--- src/rtl/time_dependent_shortest_path_defines.svh ---
// ----------------------------------------------------------------------------
// time_dependent_shortest_path_defines
// assertion macros shared by the rtl files
// ----------------------------------------------------------------------------
`ifndef TIME_DEPENDENT_SHORTEST_PATH_DEFINES_SVH
`define TIME_DEPENDENT_SHORTEST_PATH_DEFINES_SVH

`ifndef SYNTHESIS
`define TDSP_ASSERT(lbl, prop, msg) \
    lbl: assert property (@(posedge clk) disable iff (!rst_n) (prop)) else $error(msg);
`define TDSP_ASSERT_NEXT(lbl, ante, cons, msg) \
    lbl: assert property (@(posedge clk) disable iff (!rst_n) (ante) |=> (cons)) \
        else $error(msg);
`else
`define TDSP_ASSERT(lbl, prop, msg)
`define TDSP_ASSERT_NEXT(lbl, ante, cons, msg)
`endif

`endif

--- src/rtl/tdsp_pkg.sv ---
// ----------------------------------------------------------------------------
// tdsp_pkg
// types and constants of the time dependent shortest path engine
// ----------------------------------------------------------------------------
package tdsp_pkg;

    localparam int NODE_W = 6;
    localparam int CNT_W  = 7;
    localparam int DIST_W = 48;
    localparam int COST_W = 32;
    localparam int DIV_W  = 50;
    localparam int IN_W   = 88;
    localparam int OUT_W  = 64;

    localparam logic [DIST_W-1:0] DIST_SAT = 48'hFFFF_FFFF_FFFE;

    typedef enum logic [1:0] {
        OP_ADD   = 2'd0,
        OP_CLEAR = 2'd1,
        OP_RUN   = 2'd2,
        OP_NOP   = 2'd3
    } opcode_t;

    typedef enum logic [3:0] {
        S_IDLE,
        S_INIT,
        S_SEL_RD,
        S_SEL_CMP,
        S_SEL_END,
        S_EDGE_RD,
        S_EDGE_CHK,
        S_COST_WAIT,
        S_RELAX,
        S_OUT_RD,
        S_OUT_LD
    } ctrl_state_t;

    typedef enum logic [2:0] {
        C_IDLE,
        C_SQRT,
        C_W,
        C_DIV1,
        C_DIV2,
        C_SUM,
        C_SAT
    } cost_state_t;

    typedef struct packed {
        logic [COST_W-1:0] decay;
        logic [COST_W-1:0] fixed;
        logic [NODE_W-1:0] dst;
        logic [NODE_W-1:0] origin;
    } edge_t;

    typedef struct packed {
        logic [DIST_W-1:0] arrival;
        logic [NODE_W-1:0] prev;
    } node_t;

    typedef struct packed {
        logic accept;
        logic run_init;
        logic scan_clr;
        logic scan_step;
        logic best_cmp;
        logic fin_set;
        logic edge_clr;
        logic edge_step;
        logic cost_start;
        logic rd_dst;
        logic relax;
        logic out_load;
    } cmd_t;

    typedef struct packed {
        logic scan_last;
        logic best_valid;
        logic edge_done;
        logic edge_match;
        logic cost_done;
        logic out_free;
    } status_t;

endpackage

--- src/rtl/tdsp_ctrl.sv ---
// ----------------------------------------------------------------------------
// tdsp_ctrl
// controller: item intake, node selection, edge scan and result sequencing
// ----------------------------------------------------------------------------
module tdsp_ctrl
(
    input  logic              clk,
    input  logic              rst_n,
    input  logic              in_valid,
    output logic              in_ready,
    input  logic [1:0]        in_op,
    input  tdsp_pkg::status_t st,
    output tdsp_pkg::cmd_t    cmd
);
    import tdsp_pkg::*;

    ctrl_state_t state_reg, state_next;

    always_ff @(posedge clk or negedge rst_n)
    begin
        if (!rst_n)
            state_reg <= S_IDLE;
        else
            state_reg <= state_next;
    end

    always_comb
    begin
        state_next = state_reg;
        cmd        = '0;
        in_ready   = (state_reg == S_IDLE) && st.out_free;
        case (state_reg)
            S_IDLE:
            begin
                if (in_valid && in_ready)
                begin
                    cmd.accept = 1'b1;
                    if (opcode_t'(in_op) == OP_RUN)
                        state_next = S_INIT;
                end
            end
            S_INIT:
            begin
                cmd.run_init = 1'b1;
                cmd.scan_clr = 1'b1;
                state_next   = S_SEL_RD;
            end
            S_SEL_RD:
                state_next = S_SEL_CMP;
            S_SEL_CMP:
            begin
                cmd.best_cmp = 1'b1;
                if (st.scan_last)
                    state_next = S_SEL_END;
                else
                begin
                    cmd.scan_step = 1'b1;
                    state_next    = S_SEL_RD;
                end
            end
            S_SEL_END:
            begin
                if (st.best_valid)
                begin
                    cmd.fin_set  = 1'b1;
                    cmd.edge_clr = 1'b1;
                    state_next   = S_EDGE_RD;
                end
                else
                begin
                    cmd.scan_clr = 1'b1;
                    state_next   = S_OUT_RD;
                end
            end
            S_EDGE_RD:
            begin
                if (st.edge_done)
                begin
                    cmd.scan_clr = 1'b1;
                    state_next   = S_SEL_RD;
                end
                else
                    state_next = S_EDGE_CHK;
            end
            S_EDGE_CHK:
            begin
                if (st.edge_match)
                begin
                    cmd.cost_start = 1'b1;
                    cmd.rd_dst     = 1'b1;
                    state_next     = S_COST_WAIT;
                end
                else
                begin
                    cmd.edge_step = 1'b1;
                    state_next    = S_EDGE_RD;
                end
            end
            S_COST_WAIT:
            begin
                cmd.rd_dst = 1'b1;
                if (st.cost_done)
                    state_next = S_RELAX;
            end
            S_RELAX:
            begin
                cmd.rd_dst    = 1'b1;
                cmd.relax     = 1'b1;
                cmd.edge_step = 1'b1;
                state_next    = S_EDGE_RD;
            end
            S_OUT_RD:
                state_next = S_OUT_LD;
            S_OUT_LD:
            begin
                if (st.out_free)
                begin
                    cmd.out_load = 1'b1;
                    if (st.scan_last)
                        state_next = S_IDLE;
                    else
                    begin
                        cmd.scan_step = 1'b1;
                        state_next    = S_OUT_RD;
                    end
                end
            end
            default:
                state_next = S_IDLE;
        endcase
    end

    `include "time_dependent_shortest_path_defines.svh"

    `TDSP_ASSERT(a_ready_idle, in_ready |-> state_reg == S_IDLE, "ready outside idle")
    `TDSP_ASSERT_NEXT(a_cost_wait, cmd.cost_start, state_reg == S_COST_WAIT,
        "cost started without wait")
    `TDSP_ASSERT(a_relax_done, state_reg == S_RELAX |-> $past(st.cost_done),
        "relax before cost done")
endmodule
--- config.mk ---
export PLATFORM = sky130hd
export DESIGN_NAME = tdsp_ctrl
export DESIGN_NICKNAME = d
export VERILOG_FILES = /design/src/rtl/tdsp_pkg.sv /design/src/rtl/tdsp_ctrl.sv
export VERILOG_INCLUDE_DIRS = /design/src /design/src/rtl
export SDC_FILE = /design/constraint.sdc
export NUM_CORES = 1
export LEC_CHECK = 0
export ABC_AREA = 0
export BUFFER_PORTS_ARGS = -buffer_cell sky130_fd_sc_hd__buf_2
export CORE_MARGIN = 3
export CORE_UTILIZATION = 28
export DETAILED_ROUTE_END_ITERATION = 7
export GPL_TIMING_DRIVEN = 1
export REMOVE_ABC_BUFFERS = 1
export SYNTH_ARGS = -nofsm -noshare
export SYNTH_HDL_FRONTEND = slang
export SYNTH_SLANG_ARGS = --single-unit
--- constraint.sdc ---
create_clock -name clk -period 1.6 [get_ports clk]
set_clock_uncertainty 0.1 [all_clocks]
set_input_delay 0.08 -clock clk [delete_from_list [all_inputs] [get_ports clk]]
set_output_delay 0.08 -clock clk [all_outputs]
set_load 0.01 [all_outputs]
==> flow_metrics.py, run 1 <==
metrics = {
    "synthesis": {
        "synth_seq_cells": 4,
        "synth-adder-area-share_pct": 0,
        "syn_inst": 64,
        "synth_edf_count": 0,
        "synthTopCellsByArea": "dfrtp_1 21%, nand2_1 6.2%, and3_1 5.2%, nor2b_1 5.2%, nor2_1 4.6%",
        "muxShareOfSynthArea_pct": 2.06,
        "synth_top_family_by_area": "simple AND/OR/NAND/NOR gates",
        "synth_compound_area_share_pct": 28.4,
        "yosysTopAreaCell": "dfrtp_1",
        "synthFlopType": "dfrtp_1",
        "synth.top_cell.area_share_pct": 20.6,
        "syn_area_um2": 485,
        "async_flop_share_pct": 100,
        "yosysUniqueCellTypes": 30,
        "synth-xor-area-share_pct": 0,
        "yosysWarnings": 0,
        "ys_seq_area_share_pct": 20.6,
        "synth_area_per_cell_um2": 7.59,
        "synth-simple-area-share_pct": 39.9,
    },
    "worst_setup_path": {
        "path_cells": "and2b_4 -> and3_4 -> o21ba_2 -> buf_2",
        "cpMaxStageDelayCell": "dfrtp_2",
        "rr_startpoint": "state_reg[0]",
        "r2r_end": "state_reg[0]",
        "reg2reg_slack_ps": 100,
        "cp-startpoint": "state_reg[2]",
        "critPathTopFamily": "simple AND/OR/NAND/NOR gates",
        "crit_buf_inv": 1,
        "crit_required_ps": 1420,
        "r2r_cells": 5,
        "cp-end-kind": "output pin",
        "crit_type": "reg -> out",
        "crit_path_end": "cmd[8]",
        "worstPathMaxFanout": 6,
        "critical-path-max-stage-delay_ps": 430,
        "arrival_ps": 1360,
        "start_kind": "flip-flop",
        "cp.depth": 4,
    },
    "global_route": {
        "grt_usage_pct": 12.7,
        "antenna_found_initial": 0,
        "grt_pass1_wl_um": 2110,
        "grt_max_degree": 12,
        "grt_overflow_total": 0,
        "grt_pass1_vias": 491,
    },
    "routing": {
        "totalWireLength_um": 1390,
        "firstDrtPassIters": 4,
        "first_iter_violations": 7,
        "via_per_inst": 5.27,
        "drtAntennaViolNets": 0,
        "routedWlPerCell_um": 12.0,
        "num_vias": 606,
        "drc": 0,
    },
    "floorplan": {
        "io_pins": 24,
        "die_area_um2": 2270,
        "die_w_um": 47.6,
        "initial_utilization_pct": 30.8,
        "rows": 14,
        "die_y_um": 47.6,
        "core_um2": 1580,
    },
    "cells_and_area": {
        "nets": 112,
        "fin_cells": 115,
        "drive_gt1_share_pct": 55.6,
        "largest_reg_flops": 4,
        "antennaDiodeCount": 0,
        "syn_to_final_growth_pct": 51.3,
    },
    "power": {
        "p_per_area_nw_per_um2": 1830,
        "power_leakage_nw": 0.367,
        "peakVddDrop_uv": 779,
        "total_power_mw": 1.34,
    },
    "timing": {
        "setup_viol": 0,
        "rsz0062_at_grt": "no",
        "fin_setup_tns_ps": 0,
        "setup_ws_ps": 56.6,
        "tightest_slew_ps": 343,
        "fin_crit_sh_pct": 96.5,
        "hold_viol": 0,
        "whs_ps": 10.8,
        "slew_violations": 0,
        "fin_crit_ps": 1540,
        "fmax_ghz": 0.648,
        "maxSlewHeadroom_pct": 76.8,
    },
    "place": {
        "detailedPlace.worstSlack_ps": 84.5,
        "gp_congestion": 0.778,
        "dp.cells": 101,
        "port_buffers": 23,
        "hpwl_um": 984,
    },
    "job": {
        "max_cap_violations": 0,
    },
    "clock_tree": {
        "clock_path_buffers": 2,
        "numCtsBuffers": 3,
        "clkSinkCount": 4,
        "htreeDepth": 1,
        "clk_pin_slew_ps": 40,
        "cts_tree": "yes",
        "clock_latency_ps": 230,
        "root_buffer": "clkbuf_4",
    },
    "status": {
        "status": "finished, final reports clean",
    },
    "min_path": {
        "holdCritPathClass": "in -> reg",
    },
}
## power by group
group	switching (mW)	internal, mW	leakage, nW	total [mW]
Sequential	0.0930	0.161	0.0448	0.254
Clock	0.0369	0.0836	0.0138	0.120
Combinational	0.461	0.509	0.308	0.970
Total	0.591	0.753	0.367	1.34
## metal layers
| layer | track usage (%) | part of all wire [%] |
|---|---|---|
| met4 | 1.61 | 0 |
| met5 | 0 | 0 |
| met2 | 18.4 | 43 |
| met1 | 19.8 | 48 |
| met3 | 2.26 | 9.3 |
## worst min path at each step
stage | from | endpoint | slack, ps | cells after the start
floorplan | rst_n | state_reg[0] | -320 | 0
global placement | rst_n | state_reg[1] | -210 | 1
detailed placement | rst_n | state_reg[3] | -210 | 1
CTS | st[0] | state_reg[3] | 9 | 2
global route | st[0] | state_reg[3] | 10 | 2
finish | st[0] | state_reg[3] | 10 | 2
## metrics by stage
| stage | cell area (µm²) | util [%] |
|---|---|---|
| 6_report | 734 | 46.6 |
| 3_3_place_gp | 607 | 38.5 |
| 4_1_cts | 674 | 42.8 |
| 2_1_floorplan | 449 | - |
| 5_1_grt | 734 | 46.6 |
| 3_5_place_dp | 607 | 38.5 |
## cells by family after synthesis
| kind of cell | count (synthesis) |
|---|---|
| mux | 1 |
| compound gates | 18 |
| buf+inv | 7 |
| flops | 4 |
| simple gates | 34 |
## cells in the final DEF, fill, tap and decap left out, drive strengths merged, types with 2 or more instances in the layout
cell,count
nor2b,5
inv,2
buf,35
o22ai,3
nor3,3
dfrtp,4
nand2b,2
nor3b,2
and3,4
a21oi,2
clkbuf,4
nor2,6
o221ai,2
nand2,8
o21ai,4
## synthesized netlist by cell type, types with 2 or more instances
master,n
nand2_1,8
nor2_1,6
and3_1,4
dfrtp_1,4
nor2b_1,4
nor3_1,3
o22ai_1,3
a21oi_1,2
buf_2,2
buf_4,2
inv_1,2
nand2b_1,2
nor3b_1,2
o21ai_0,2
o21ai_2,2
o221ai_1,2
## final cells by class
| type | count | area (µm²) |
|---|---|---|
| Sequential cell | 4 | 105 |
| Clock buffer | 3 | 22.5 |
| Multi-Input combinational cell | 53 | 359 |
| Tap cell | 16 | 20.0 |
| Inverter | 2 | 7.51 |
| Timing Repair Buffer | 37 | 220 |
| Fill cell | 160 | 842 |
## what timing repair did
action	in CTS	in global routing
resized for setup	4	6
hold buffers	1	0
buffers inserted	4	6
hold endpoints to repair	4	0
setup endpoints to repair	5	5
No activity file was read; power rests on OpenSTA's default activity.
==> run 2, diff against run 1 <==
Settings changed: SETUP_SLACK_MARGIN from default to 0.3.
==> run 2 against run 1 <==
  * Utilization rose by 14 points
  * Combinational power rose by 47%
  * Worst hold slack better by 32 ps
  * Critical path type unchanged
  * Critical endpoint unchanged
  * Largest cell class unchanged
  * Largest power group unchanged
  * Highest routed layer is now met4
==> flow_metrics.py, run 2 (same netlist as run 1, synthesis figures left out) <==
metrics = {
    "cells_and_area": {
        "antennaDiodeCount": 0,
        "final_cell_area_um2": 960,
        "syn_to_final_growth_pct": 97.7,
        "final_core_util_pct": 60.9,
        "drive_gt1_share_pct": 69.2,
        "final_common_cell": "buf_2",
        "largest_reg_flops": 4,
        "final_cell_mix": "18 x buf_2, 15 x buf_4, 11 x buf_6, 8 x nand2_1",
        "nets": 120,
    },
    "power": {
        "pwr-share-seq_pct": 15.8,
        "clkPwrFrac_pct": 6.6,
        "power_leakage_nw": 0.438,
        "p_sw_share_pct": 44.0,
        "peakVddDrop_uv": 810,
        "p_int_mw": 1.03,
        "power_switching_mw": 0.808,
        "total_power_mw": 1.84,
        "p_per_area_nw_per_um2": 1910,
        "comb_power_share_pct": 77.6,
    },
    "worst_setup_path": {
        "r2r_end": "state_reg[3]",
        "r2r_cells": 6,
        "cpMaxStageDelayCell": "dfrtp_2",
        "path_cells": "inv_2 -> nor2_4 -> and3_4 -> o21ba_4 -> buf_6",
        "cp-startpoint": "state_reg[1]",
        "crit_type": "reg -> out",
        "rr_startpoint": "state_reg[2]",
        "worstPathMaxFanout": 8,
        "crit_required_ps": 1420,
        "critical-path-max-stage-delay_ps": 480,
        "cp-end-kind": "output pin",
        "arrival_ps": 1380,
        "reg2reg_slack_ps": 80,
        "start_kind": "flip-flop",
    },
    "global_route": {
        "grt_usage_pct": 16.5,
        "antenna_found_initial": 0,
        "grt_pass1_vias": 611,
        "grt_overflow_total": 0,
        "grt_pass1_wl_um": 2730,
        "grt_max_degree": 9,
    },
    "floorplan": {
        "initial_utilization_pct": 30.8,
        "die_y_um": 47.6,
        "die_w_um": 47.6,
        "rows": 14,
        "io_pins": 24,
        "die_area_um2": 2270,
        "core_um2": 1580,
    },
    "min_path": {
        "holdCritPathClass": "in -> reg",
        "hp-start": "st[0]",
        "whs_path_depth": 2,
        "whs_endpoint": "state_reg[3]",
    },
    "routing": {
        "routedWlPerCell_um": 15.5,
        "drtAntennaViolNets": 0,
        "first_iter_violations": 12,
        "totalWireLength_um": 1900,
        "top_layer": "met4",
        "num_vias": 691,
        "dr_wl_met3_um": 132,
        "wl_met1_um": 799,
        "via_per_inst": 5.62,
        "firstDrtPassIters": 4,
        "met2_length_um": 946,
        "drc": 0,
    },
    "clock_tree": {
        "clk_pin_slew_ps": 40,
        "cts_tree": "yes",
        "clock_path_buffers": 2,
        "htreeDepth": 1,
        "numCtsBuffers": 3,
        "root_buffer": "clkbuf_4",
        "clock_latency_ps": 230,
        "clkSinkCount": 4,
    },
    "job": {
        "max_cap_violations": 0,
    },
    "timing": {
        "tightest_slew_ps": 305,
        "fin_crit_sh_pct": 97.2,
        "fin_setup_tns_ps": 0,
        "slew_violations": 0,
        "maxSlewHeadroom_pct": 79.6,
        "fmax_ghz": 0.643,
        "hold_viol": 0,
        "setup_viol": 0,
        "rsz0062_at_grt": "yes",
        "fin_crit_ps": 1560,
    },
    "place": {
        "port_buffers": 23,
        "hpwl_um": 984,
        "gp_congestion": 0.778,
        "placed_area_um2": 607,
    },
    "status": {
        "status": "finished, final reports clean",
    },
}
run 2: metal layers:
| layer | global-route usage, % | up-vias |
|---|---|---|
| li1 | - | 323 |
| met1 | 23.0 | 317 |
| met2 | 26.5 | 44 |
| met3 | 2.63 | 7 |
| met4 | 4.30 | 0 |
| met5 | 0 | - |
run 2: worst max-delay path by stage:
| stage | slack [ps] | to | cells past startpoint |
|---|---|---|---|
| after global placement | 80 | cmd[8] | 5 |
| after global routing | 4 | cmd[8] | 4 |
| after detailed placement | 80 | cmd[8] | 5 |
| after CTS | 60 | cmd[8] | 4 |
| after floorplan | 150 | cmd[8] | 3 |
| final | 40 | cmd[8] | 5 |
run 2: layout make-up:
class                           count  area [µm²]
Fill cell                         138         617
Multi-Input combinational cell     53         468
Timing Repair Buffer               45         337
Sequential cell                     4         105
Clock buffer                        3        22.5
Tap cell                           16        20.0
Inverter                            2        7.51
run 2: worst max-delay path: cells and delay by family (launching register included):
kind,cells,cell delay [ps]
flops,1,480
buf+inv,2,240
simple gates,2,240
compound gates,1,190
run 2: metrics by stage:
stage	instances	hold WS (ps)	setup WS, ps
after floorplan	59	-316	154
after global placement	101	-214	75.1
after detailed placement	101	-213	84.5
after CTS	118	24.4	62.0
after global routing	123	47.2	3.62
final	123	42.9	44.2
run 2: power by group through the flow:
stage | Clock, mW | Sequential [mW] | Combinational, mW
finish | 0.121 | 0.291 | 1.43
global route | 0.138 | 0.293 | 1.53
CTS | 0.125 | 0.264 | 1.10
detailed placement | 0 | 0.290 | 0.712
global placement | 0 | 0.289 | 0.722
floorplan | 0 | 0.273 | 0.473
run 2: timing repair:
action / CTS / global route
endpoints found under the hold margin: 4 / 0
endpoints found under the setup margin: 17 / 17
buffers inserted: 13 / 5
pin swaps: 3 / 4
cloned: 0 / 0
hold buffers: 1 / 0
resized for setup: 24 / 19
